===== config.mk =====
export PLATFORM = sky130hd
export DESIGN_NAME = pap_fifo
export DESIGN_NICKNAME = d
export VERILOG_FILES = /design/src/hw/rtl/pap_pkg.sv /design/src/hw/rtl/pap_fifo.sv
export SDC_FILE = /design/constraint.sdc
export NUM_CORES = 1
export LEC_CHECK = 0
export ABC_AREA = 1
export BUFFER_PORTS_ARGS = -buffer_cell sky130_fd_sc_hd__buf_2
export CAP_MARGIN = 10
export CORE_MARGIN = 3
export CORE_UTILIZATION = 30
export CTS_CLUSTER_DIAMETER = 50
export CTS_CLUSTER_SIZE = 40
export DETAILED_ROUTE_END_ITERATION = 12
export GPL_TIMING_DRIVEN = 1
export SYNTH_ARGS = -nofsm -noshare
export SYNTH_HDL_FRONTEND = slang
export SYNTH_SLANG_ARGS = --single-unit

===== constraint.sdc =====
create_clock -name clk -period 15.27 [get_ports clk]
set_clock_uncertainty 0.2 [all_clocks]
set_input_delay 0.7635 -clock clk [delete_from_list [all_inputs] [get_ports clk]]
set_output_delay 0.7635 -clock clk [all_outputs]
set_load 0.005 [all_outputs]

===== src/hw/rtl/pap_pkg.sv =====
// ----------------------------------------------------------------------------
// pap_pkg
// Shared types and constants of the projected polygon area block.
// ----------------------------------------------------------------------------
package pap_pkg;
	localparam int COORD_W      = 24;
	localparam int NORM_W       = 16;
	localparam int SUM_W        = 56;
	localparam int AREA_W       = 55;
	localparam int MAX_VERTICES = 64;
	localparam int CNT_W        = $clog2(MAX_VERTICES + 1);
	localparam int DOT_W        = 75;
	localparam int QSQ_W        = 112;
	localparam int ROOT_W       = 56;
	localparam int DIV_N_W      = 90;
	localparam int LEN_W        = 34;

	typedef enum logic [1:0] {
		ST_OK    = 2'd0,
		ST_SHORT = 2'd1,
		ST_ZERO  = 2'd2,
		ST_SAT   = 2'd3
	} status_t;

	typedef enum logic [1:0] {
		KIND_SHORT = 2'd0,
		KIND_TRI   = 2'd1,
		KIND_POLY  = 2'd2
	} kind_t;

	// closed face handed from front to back
	typedef struct packed {
		kind_t                    kind;
		logic signed [SUM_W-1:0]  sx;
		logic signed [SUM_W-1:0]  sy;
		logic signed [SUM_W-1:0]  sz;
		logic signed [NORM_W-1:0] nx;
		logic signed [NORM_W-1:0] ny;
		logic signed [NORM_W-1:0] nz;
	} face_t;
endpackage


===== src/hw/rtl/pap_fifo.sv =====
// ----------------------------------------------------------------------------
// pap_fifo
// Two-entry queue of closed faces between front and back.
// ----------------------------------------------------------------------------
module pap_fifo (
	input  logic           clk,
	input  logic           arst_n,
	input  logic           wr_valid,
	output logic           wr_ready,
	input  pap_pkg::face_t wr_data,
	output logic           rd_valid,
	input  logic           rd_ready,
	output pap_pkg::face_t rd_data
);
	import pap_pkg::*;

	face_t      mem_q [2];
	logic       wp_q, rp_q;
	logic [1:0] n_q;
	logic       wr, rd;

	assign wr_ready = n_q != 2'd2;
	assign rd_valid = n_q != 2'd0;
	assign rd_data  = mem_q[rp_q];
	assign wr = wr_valid && wr_ready;
	assign rd = rd_valid && rd_ready;

	always_ff @(posedge clk) if (wr) mem_q[wp_q] <= wr_data;

	always_ff @(posedge clk or negedge arst_n) begin
		if (!arst_n) begin
			wp_q <= 1'b0; rp_q <= 1'b0; n_q <= '0;
		end else begin
			if (wr) wp_q <= !wp_q;
			if (rd) rp_q <= !rp_q;
			n_q <= n_q + {1'b0, wr} - {1'b0, rd};
		end
	end

	a_fill: assert property (@(posedge clk) disable iff (!arst_n)
		n_q <= 2'd2) else $error("queue count overflow");
	a_ptr: assert property (@(posedge clk) disable iff (!arst_n)
		(n_q == 2'd0 || n_q == 2'd2) |-> wp_q == rp_q) else $error("queue pointers");
	a_grow: assert property (@(posedge clk) disable iff (!arst_n)
		wr && !rd |=> n_q == $past(n_q) + 2'd1) else $error("queue count");
endmodule


# Word-level counts from Yosys, hierarchy flattened
# Memories as Yosys holds them, arrays and structs flattened.
# Cells that the tools add are included.
# Widths: inputs -> output; s select.
op_classes:
  muxes: 2
  n_eq_ne: 1
  reduce_logical: 5
  n_addsub: 2
ops:
  columns: ["operator", "n"]
  rows:
  - ["$add 2x1->2", 1]
  - ["$logic_and 1x1->1", 2]
  - ["$logic_not 1->1", 2]
  - ["$mux 1", 2]
  - ["$ne 2x2->1 const B", 1]
  - ["$reduce_bool 2->1", 1]
  - ["$sub 2x1->2", 1]
totals:
  n_memories: 1
  register_bits: 4
  word_cells: 14
  mem_bits_rw: 436
mem_list:
  columns: ["memory", "words", "width", "read_ports", "rd_ports_with_merged_regs", "wr", "line", "rtl"]
  rows:
  - ["mem_q", 2, 218, 1, 0, 1, "pap_fifo.sv:17", "face_t mem_q [2];"]

# Longest topological paths before layout
# Gate-level depths: netlist of run 1.
logic_depth:
  ltp_word: 4
  depth_mapped: 12

# Least setup slack after synthesis of run 1
# Ideal clock, no wire load.
synth_path:
  path_kind: "input-to-reg"
  from: "input port wr_valid"
  to: "memory mem_q[1][0] in the netlist's numbering (enable)"
  setup_slack_ns: 4.344
  path_stages: 2
  setup_time_ns: 0.801
  arrival_time_ns: 9.924
  cell_sequence: "nand2_1 > nor2_1"
synth_via:
  elab_chain_len: 3
synth_rtl:
  columns: ["element", "line", "rtl"]
  rows:
  - ["start: declaration", "pap_fifo.sv:8", "input logic wr_valid,"]
  - ["$logic_and 1x1->1", "pap_fifo.sv:25", "assign wr = wr_valid && wr_ready;"]
  - ["$mux 1", "pap_fifo.sv:28", "always_ff @(posedge clk) if (wr) mem_q[wp_q] <= wr_data;"]
  - ["$mux 1 (not written as such)", "pap_fifo.sv:28", null]
  - ["end: declaration", "pap_fifo.sv:17", null]
# No other way between the ends.

==> metrics.yaml, run 1 <==
relSlewSlack_pct: 32.17
final-setup-viol-count: 0
synth.largest_area_cell: "edfxtp_1"
timing.hold.worst.class: "in -> reg"
data_arrival_time_at_the_worst_slack_endpoint_ps: 3010
die_height_um: 237.2
port_buffer_count: 441
run_status: "finished, final reports clean"
cts.repair_timing.setup_buffer_count: 0
reg2reg_setup_slack_ps: 11470
overflow: 0
synth_flop_cell: "edfxtp_1"
fin_cells: 2352
worstPathCellList: "inv_6, buf_4, nand2_1, nand2_1, buf_2"
yosysUniqueCellTypes: 12
htree_levels: 2
yosys_register_bits: 440
r2r_cells: 5
synth_area_sq_um: 16040
number_of_global_route_vias_before_repair: 9925
synth-simple-area-share_pct: 15.70
final_hpwl_dp_um: 24620
cts-buffers-inserted: 45
detailed_place.area_sq_um: 18950
synth_compound_area_share_pct: 0.06241
top_cells_by_area_in_the_synthesized_netlist: "edfxtp_1 (82%), nand2_1 (16%), buf_2 (1.2%)"
holdBufCountCts: 1
detail_route.iter0.violations: 438
worst_setup_path_startpoint: "rp_q"
root_buffer_selected_by_cts: "clkbuf_16"
number_of_buffer_and_inverter_instances_along_the_worst_setup_path: 3
wl_met2_um: 18680
preCtsSetupSlack_ps: 11090
critical_path.max_stage_delay_ps: 750
edff_count_synth: 436
powerDensity_nw_per_um2: 191.9
clkSlewWorstSetupHoldPaths_ps: 70
synth_xor_area_share_pct: 0.05461
muxShareOfSynthArea_pct: 0
synth_top_cell_area_share_pct: 81.63
postRouteWirelength_um: 37330
number_of_fill_cells_in_the_layout: 5053
met3_wirelength_um: 3043
drc_violation_count_after_routing: 0
regToRegStartpoint: "n_q[1]"
top_layer: "met5"
grt.total_usage_pct: 12.66
cts_tree: "yes"
final_wtd_congestion: 0.7622
max_capacitance_violation_count: 0
core_area_sq_um: 52760
detail_route.vias_per_cell: 4.296
synth_commonest_cells: "nand2_1 (663), edfxtp_1 (436), buf_2 (37)"
clock_network_latency_to_the_later_pin_of_the_worst_skew_pair_ps: 570
route.layer.met1.wl_um: 14650
cts.path.max_buffers: 3
antenna_violations_before_repair: 10
max-vdd-ir-drop_mv: 0.1841
final_nets: 1846
endpoint: "rd_data[36]"
detailedRoute.firstPassIterationCount: 4
synth_cells: 1170
synth_seq_area_share_pct: 82.25
cp_max_fo: 75
cpLargestDelayFamily: "buffers and inverters"
area_growth_syn_to_layout_pct: 27.75
starting_density_of_the_core_pct: 30.40
setup_tns_ps: 0
dr_total_vias: 10110
yosys_warnings: 0
leakage_nw: 8.675
cp_common_cell: "nand2_1"
slew_violations: 0
synth_area_per_cell_sq_um: 13.71
startpoint_type: "flip-flop"
final_design_area_no_fill_sq_um: 20490
synth_fa_ha_area_share_pct: 0.07801
crit_end_element: "output port"
async_flop_share_pct: 0.9091
period_needed_ps: 3976
post_route_cells_drive_above_1_share_pct: 32.21
worstPathRequired_ps: 14310
critical_path_class: "reg -> out"
hold_viol: 0
rr_endpoint: "mem_q[1][131]"
wire_per_inst_um: 15.87
grt_start_max_net_pins: 81
postCtsResizedCells: 0
sink_count_of_the_clock_tree: 440
row_count: 84
boundaryPins: 442
die_ar_sq_um: 56270
synth_most_common_cell: "nand2_1"
timing.hold.worst.start: "wr_data[140]"
antenna_violating_nets_post_route: 0
dpl.cell_count: 2263
grt_first_pass_wirelength_um: 55920
synth.net_count: 1393
worst_path_max_delay_cell: "buf_4"
synth_top_family_by_area: "simple AND/OR/NAND/NOR gates"
final_critical_path_setup_slack_ps: 11290
die_width_um: 237.2
timing_worst_slew_pin_value_ps: 1015
grt_setup_unrepaired: "false"
finalCritPeriodShare_pct: 26.04
timing.fmax_mhz: 251.5
path_depth: 5
-- cell families after synthesis --
logic type | after synthesis
xor gates and xnor gates | 1
DFF | 440
buffers and inverters | 56
adders and majority gates | 1
and+or+nand+nor | 670
AOI/OAI and AO/OA | 2
-- layer usage --
layer	track usage (%)	up-vias
met1	15.00	4832
met2	21.50	315
met5	0	-
met4	4.167	8
met3	4.583	71
li1	-	4879
-- how the worst min path moves through the flow --
stage	cells past startpoint	to	slack, ps
after floorplan	0	n_q[0]	270
after global placement	1	n_q[0]	340
after detailed placement	1	n_q[0]	360
after CTS	1	mem_q[1][63]	120
after global routing	1	mem_q[0][78]	120
final	1	mem_q[1][140]	170
-- report_power, final --
| group | internal, mW | switching [mW] | total (mW) |
|---|---|---|---|
| registers | 1.65 | 0.0699 | 1.72 |
| clock network | 0.601 | 0.492 | 1.09 |
| logic | 0.376 | 0.744 | 1.12 |
-- metrics by stage --
stage | hold WS, ps | power (mW) | utilization, %
after global routing | 124.8 | 4.187 | 38.83
final | 172.8 | 3.933 | 38.84
after floorplan | 267.9 | 2.440 | -
after detailed placement | 355.4 | 2.899 | 35.92
after global placement | 338.7 | 2.882 | 35.92
after CTS | 122.1 | 4.009 | 38.81
-- final cells by class --
class                           instances  area [sq um]  share of cell area, %
Timing Repair Buffer                  454          2307                  11.26
Sequential cell                       440         13200                  64.41
Antenna cell                            6         15.01                0.07328
Clock inverter                         35         377.9                  1.844
Inverter                                8         35.03                 0.1710
Multi-Input combinational cell        674          2564                  12.51
Tap cell                              688         860.8                  4.201
Clock buffer                           47          1134                  5.532
-- flip-flops by register name, summed over array words and instances, names as in the netlist --
signal  count
mem_q     436
n_q         2
rp_q        1
wp_q        1
-- layout by cell type, fill, tap and decap left out, types with 3 or more instances in the layout --
cell and n:
buf_2 441, buf_4 12, clkbuf_16 45, clkinv_1 3
clkinv_2 4, clkinv_4 5, clkinv_8 3, clkinvlp_4 6
dfrtp_1 3, diode_2 6, edfxtp_1 436, inv_1 7
inv_16 3, inv_6 6, inv_8 4, nand2_1 663
nor2_1 3
(Power assumes the default switching activity.)
==> inputs of run 2 (changes only) <==
- clock period: 15.27 -> 4.02 ns (I/O delays scaled with it)
==> metrics.yaml, run 2 (synthesis gave the netlist of run 1 again) <==
cts.path.max_buffers: 3  # unchanged
fin_cells: 2578  # +9.6%
grt_first_pass_wirelength_um: 63030  # +13%
timing_worst_slew_pin_value_ps: 941.4  # -73.57 ps
postCtsResizedCells: 0  # unchanged
registers.top_by_ff_count: "mem_q"
r2r_cells: 5  # unchanged
timing.fmax_mhz: 350.1
largestRegisters: "mem_q (436), n_q (2)"
timing.hold.worst.class: "in -> reg"
number_of_global_route_vias_before_repair: 11350  # +14%
die_width_um: 237.2  # unchanged
powerDensity_nw_per_um2: 671.8  # +250%
overflow: 0  # unchanged
crit_end_element: "output port"
run_status: "finished, final reports clean"
wire_per_inst_um: 15.97  # +0.59%
startpoint_type: "flip-flop"
dpl.cell_count: 2271  # +0.35%
cp_max_fo: 87  # +16%
htree_levels: 2  # unchanged
cts-buffers-inserted: 44  # -2.2%
highest_count_cells_in_the_layout_ignoring_fill_and_taps: "nand2_1 (661), buf_2 (441), edfxtp_1 (436)"
hold_path_depth: 2  # +1
root_buffer_selected_by_cts: "clkbuf_16"
post_route_cells_drive_above_1_share_pct: 28.93  # -3.3 points
worstPathRequired_ps: 3620  # -10690 ps
drc_violation_count_after_routing: 0  # unchanged
detail_route.vias_per_cell: 4.266  # -0.69%
final-setup-viol-count: 0  # unchanged
leakage_nw: 9.688  # +12%
worstPathCellList: "inv_6, buf_4, nand2_1, nand2_1, buf_2"
row_count: 84  # unchanged
core_area_sq_um: 52760  # unchanged
worst_path_max_delay_cell: "dfrtp_4"
finalCritPeriodShare_pct: 71.05
antenna_violating_nets_post_route: 0  # unchanged
area_growth_syn_to_layout_pct: 42.66
starting_density_of_the_core_pct: 30.40  # unchanged
max-vdd-ir-drop_mv: 0.5006  # +170%
grt_start_max_net_pins: 135  # +67%
die_height_um: 237.2  # unchanged
slew_violations: 0  # unchanged
final_common_cell: "nand2_1"
detailedRoute.firstPassIterationCount: 5  # +1
clock_network_latency_to_the_later_pin_of_the_worst_skew_pair_ps: 560  # about the same
critical_path.max_stage_delay_ps: 590  # -160 ps
die_ar_sq_um: 56270  # unchanged
relSlewSlack_pct: 37.09  # +4.9 points
number_of_flip_flops_in_the_largest_register: 436  # unchanged
postRouteWirelength_um: 41160  # +10%
grt.total_usage_pct: 14.12  # +1.5 points
final_nets: 2074  # +12%
data_arrival_time_at_the_worst_slack_endpoint_ps: 2460  # -550 ps
final_hpwl_dp_um: 25770  # +4.7%
sink_count_of_the_clock_tree: 440  # unchanged
hold_viol: 0  # unchanged
max_capacitance_violation_count: 0  # unchanged
clkSlewWorstSetupHoldPaths_ps: 70  # about the same
antenna_violations_before_repair: 2  # -8
dr_total_vias: 11000  # +8.8%
cts_tree: "yes"
cp_common_cell: "nand2_1"
setup_tns_ps: 0  # unchanged
final_wtd_congestion: 0.7785  # +2.1%
port_buffer_count: 441  # unchanged
boundaryPins: 442  # unchanged
grt_setup_unrepaired: "false"
detail_route.iter0.violations: 479  # +9.4%
period_needed_ps: 2856
critical_path_class: "reg -> out"
## run 2: changes by cell type in the layout (fill, tap and decap cells not counted), moves of 3 or more
cell | before | now
buf_12 | 0 | 7
clkinv_4 | 5 | 2
inv_6 | 6 | 11
inv_16 | 3 | 0
clkinv_8 | 3 | 8
dlygate4sd3_1 | 1 | 222
clkinvlp_4 | 6 | 3
diode_2 | 6 | 3
## run 2: cell type report
cell class	instances	area, sq um
fillers	4753	29880
flip-flops and latches	440	13200
repair buffers	683	4667
multi-input cells	674	2574
clock buffers	48	1157
well taps	688	860.8
clock inverters	34	382.9
inverters	8	35.03
diodes	3	7.507
## run 2: worst max-delay path: cells and delay by family, from the launching register on
family                 cells  cell delay, ps
DFF                        1             590
buffers and inverters      3            1060
and+or+nand+nor            2             180
## run 2: worst paths after layout
path,start,end,slack (ps)
min in group asynchronous,arst_n,rp_q,360
worst min-delay path,wr_data[19],mem_q[1][19],150
worst min register to register,n_q[0],n_q[0],360
max in group asynchronous,arst_n,rp_q,3050
worst max register to register,n_q[0],mem_q[1][119],1590
worst max-delay path,rp_q,rd_data[208],1160
## run 2: layer usage
metal / GRT usage [%] / part of all wire (%)
met1: 16.55 / 39
met2: 25.23 / 51
met3: 3.434 / 6.1
met4: 5.144 / 3.2
met5: 0 / 0
## run 2: repair_timing
item | CTS | global route
hold buffers | 222 | 0
hold endpoints to repair | 454 | 0
setup buffers | 0 | 0
## run 2: metrics by stage
step / utilization, % / power, mW / setup slack (ps) / hold slack [ps] / cell area [sq um]
after floorplan: - / 8.984 / -447.4 / -294.6 / 16060
after global routing: 43.36 / 16.29 / 950.5 / 127.1 / 22880
final: 43.37 / 15.37 / 1164 / 151.5 / 22880
after detailed placement: 36.22 / 11.15 / 1528 / -168.4 / 19110
after CTS: 43.35 / 15.60 / 1068 / 106.1 / 22870
after global placement: 36.22 / 11.07 / 1548 / -170.7 / 19110
## run 2: where the power goes
group / switching [mW] / internal (mW)
clock network: 1.94 / 2.28
registers: 0.254 / 6.24
logic: 2.97 / 1.68
total: 5.17 / 10.2
==> inputs of run 3 (changes only) <==
- ABC_AREA: 1 -> 0
- clock period: 4.02 -> 2.3 ns (I/O delays scaled with it)
==> metrics.yaml, run 3 <==
final_wtd_congestion: 0.7931  # +1.9%
startpoint_type: "flip-flop"
number_of_flip_flops_in_the_largest_register: 436  # unchanged
busiest_layer: "met2"
finalCritPeriodShare_pct: 98.01
cts.path.max_buffers: 3  # unchanged
detail_route.iter0.violations: 395  # -18%
grt_first_pass_wirelength_um: 58240  # -7.6%
grt_setup_unrepaired: "true"
registers.top_by_ff_count: "mem_q"
crit_end_element: "output port"
synth_most_common_cell: "edfxtp_1"
relSlewSlack_pct: 75.03  # +38 points
die_height_um: 237.2  # about the same
grt_start_max_net_pins: 61  # -55%
core_area_sq_um: 52760  # unchanged
antenna_violations_before_repair: 3  # +1
synth_flop_cell: "edfxtp_1"
starting_density_of_the_core_pct: 30.40  # about the same
max_capacitance_violation_count: 0  # unchanged
postRouteWirelength_um: 38760  # -5.8%
synth.net_count: 923  # -34%
final_nets: 1659  # -20%
synth_top_cell_area_share_pct: 81.62  # about the same
worstPathRequired_ps: 1990  # -1630 ps
yosysUniqueCellTypes: 17  # +5
htree_levels: 2  # unchanged
synth_area_per_cell_sq_um: 22.91  # +67%
yosys_warnings: 0  # unchanged
timing_worst_slew_pin_value_ps: 374.5  # -566.9 ps
wire_per_inst_um: 17.93  # +12%
grt.met3_usage_pct: 4.699  # +1.3 points
die_ar_sq_um: 56280  # about the same
clock_network_latency_to_the_later_pin_of_the_worst_skew_pair_ps: 550  # about the same
cts-buffers-inserted: 44  # unchanged
post_route_cells_drive_above_1_share_pct: 53.91  # +25 points
use_met2_pct: 23.30  # -1.9 points
die_width_um: 237.2  # about the same
critical_path_class: "reg -> out"
final-setup-viol-count: 0  # unchanged
antenna_violating_nets_post_route: 0  # unchanged
number_of_fill_cells_in_the_layout: 4566  # -3.9%
synth_commonest_cells: "edfxtp_1 (436), mux2_2 (218), buf_6 (24)"
max-vdd-ir-drop_mv: 0.7031  # +40%
slew_violations: 0  # unchanged
overflow: 0  # unchanged
largestRegisters: "mem_q (436), n_q (2)"
data_arrival_time_at_the_worst_slack_endpoint_ps: 1940  # -520 ps
sink_count_of_the_clock_tree: 440  # unchanged
drc_violation_count_after_routing: 0  # unchanged
cts_tree: "yes"
area_growth_syn_to_layout_pct: 46.25
detail_route.vias_per_cell: 4.329  # +1.5%
hold_ws_ps: 69.20  # -82.29 ps
highest_count_cells_in_the_layout_ignoring_fill_and_taps: "buf_2 (440), edfxtp_1 (436), dlygate4sd3_1 (222)"
detailedRoute.firstPassIterationCount: 6  # +1
final_common_cell: "buf_2"
boundaryPins: 442  # unchanged
grt.total_usage_pct: 13.34  # -0.78 points
yosys_register_bits: 440  # unchanged
run_status: "finished, final reports clean"
hold_viol: 0  # unchanged
timing.fmax_mhz: 443.6
synth_area_sq_um: 16040  # about the same
clkSlewWorstSetupHoldPaths_ps: 70  # about the same
dr_total_vias: 9360  # -15%
final_hpwl_dp_um: 25680  # -0.38%
hold_path_depth: 2  # unchanged
final_util_pct: 44.46  # +1.1 points
row_count: 84  # unchanged
top_cells_by_area_in_the_synthesized_netlist: "edfxtp_1 (82%), mux2_2 (15%), buf_6 (1.7%)"
r2r_cells: 5  # unchanged
period_needed_ps: 2254
async_flop_share_pct: 0.9091  # unchanged
critical_path.max_stage_delay_ps: 500  # -90 ps
powerDensity_nw_per_um2: 1163  # +73%
leakage_nw: 8.850  # -8.6%
port_buffer_count: 441  # unchanged
edff_count_synth: 436  # unchanged
synth.largest_area_cell: "edfxtp_1"
synth_cells: 700  # -40%
synth_seq_area_share_pct: 82.25  # about the same
number_of_global_route_vias_before_repair: 10140  # -11%
worst_path_max_delay_cell: "dfrtp_4"
worstPathCellList: "buf_16, mux2_2, buf_2"
root_buffer_selected_by_cts: "clkbuf_16"
global_route.usage.met1_pct: 15.28  # -1.3 points
cp_max_fo: 60  # -31%
timing.hold.worst.class: "in -> reg"
-- run 3: changes by cell type after synthesis, moves of 2 or more --
cell / previous run / this run
buf_2: 37 / 0
buf_4: 11 / 0
buf_6: 0 / 24
inv_1: 8 / 0
mux2_2: 0 / 218
nand2_1: 663 / 2
nor2_1: 5 / 3
xnor2_1: 0 / 3
-- run 3: kinds of logic (layout without fill, tap and decap cells) --
kind of cell             Yosys count  count (layout)  share of synthesized area [%]
other                              0               3                              0
AND/OR/NAND/NOR                   11              11                         0.3745
XOR/XNOR                           3               3                         0.1638
flip-flops                       440             440                          82.25
adder cells (fa/ha/maj)            1               1                        0.07799
buffers and inverters             24             795                          1.685
multiplexers                     218             218                          15.30
AO/OA/AOI/OAI                      3               3                         0.1482
-- run 3: routing by layer --
| metal | part of all wire, % | up-vias |
|---|---|---|
| met5 | 0 | - |
| met4 | 2.5 | 0 |
| met3 | 8.6 | 65 |
| met2 | 51 | 378 |
| met1 | 38 | 4622 |
| li1 | - | 4295 |
-- run 3: final cells by class --
| class | instances | area (sq um) | area share (%) |
|---|---|---|---|
| Antenna cell | 3 | 7.507 | 0.03200 |
| Clock buffer | 48 | 1137 | 4.848 |
| Sequential cell | 440 | 13200 | 56.25 |
| Multi-Input combinational cell | 236 | 2641 | 11.26 |
| Tap cell | 688 | 860.8 | 3.670 |
| Timing Repair Buffer | 714 | 5206 | 22.19 |
| Clock inverter | 33 | 409.1 | 1.744 |
-- run 3: final timing paths --
path	startpoint	end	slack, ps
min in group asynchronous	arst_n	n_q[0]	310
worst min register to register	wp_q	wp_q	370
max in group asynchronous	arst_n	rp_q	1380
worst max-delay path	rp_q	rd_data[38]	50
worst max register to register	n_q[0]	mem_q[0][190]	440
worst min-delay path	wr_data[128]	mem_q[1][128]	70
-- run 3: what timing repair did --
item                                   CTS  global route
setup endpoints to repair              111           107
setup buffers                            3             8
gates resized for setup                 10            12
cloned                                   2             2
endpoints found under the hold margin  471             0
hold buffers                           222             0
-- run 3: per-stage QoR --
step	area (sq um)	setup slack, ps	TNS (ps)	cells	power, mW
4_1_cts	23310	-36.92	-832.7	2149	27.49
3_3_place_gp	19390	469.2	0	1841	19.14
6_report	23460	45.69	0	2162	27.29
5_1_grt	23460	-39.29	-872.9	2161	28.71
2_1_floorplan	16060	-2154	-815390	700	15.85
3_5_place_dp	19390	439.6	0	1841	19.23
-- run 3: worst max-delay path, delay by kind of cell (launching register included) --
family                 cells  cell delay [ps]
buffers and inverters      2              410
flip-flops                 1              500
multiplexers               1              390
-- run 3: report_power, final --
group	internal [mW]	leakage (nW)	total, mW	switching [mW]
Combinational	4.47	4.00	8.51	4.03
Sequential	10.9	4.10	11.3	0.412
Clock	4.14	0.746	7.45	3.31
Total	19.5	8.85	27.3	7.75
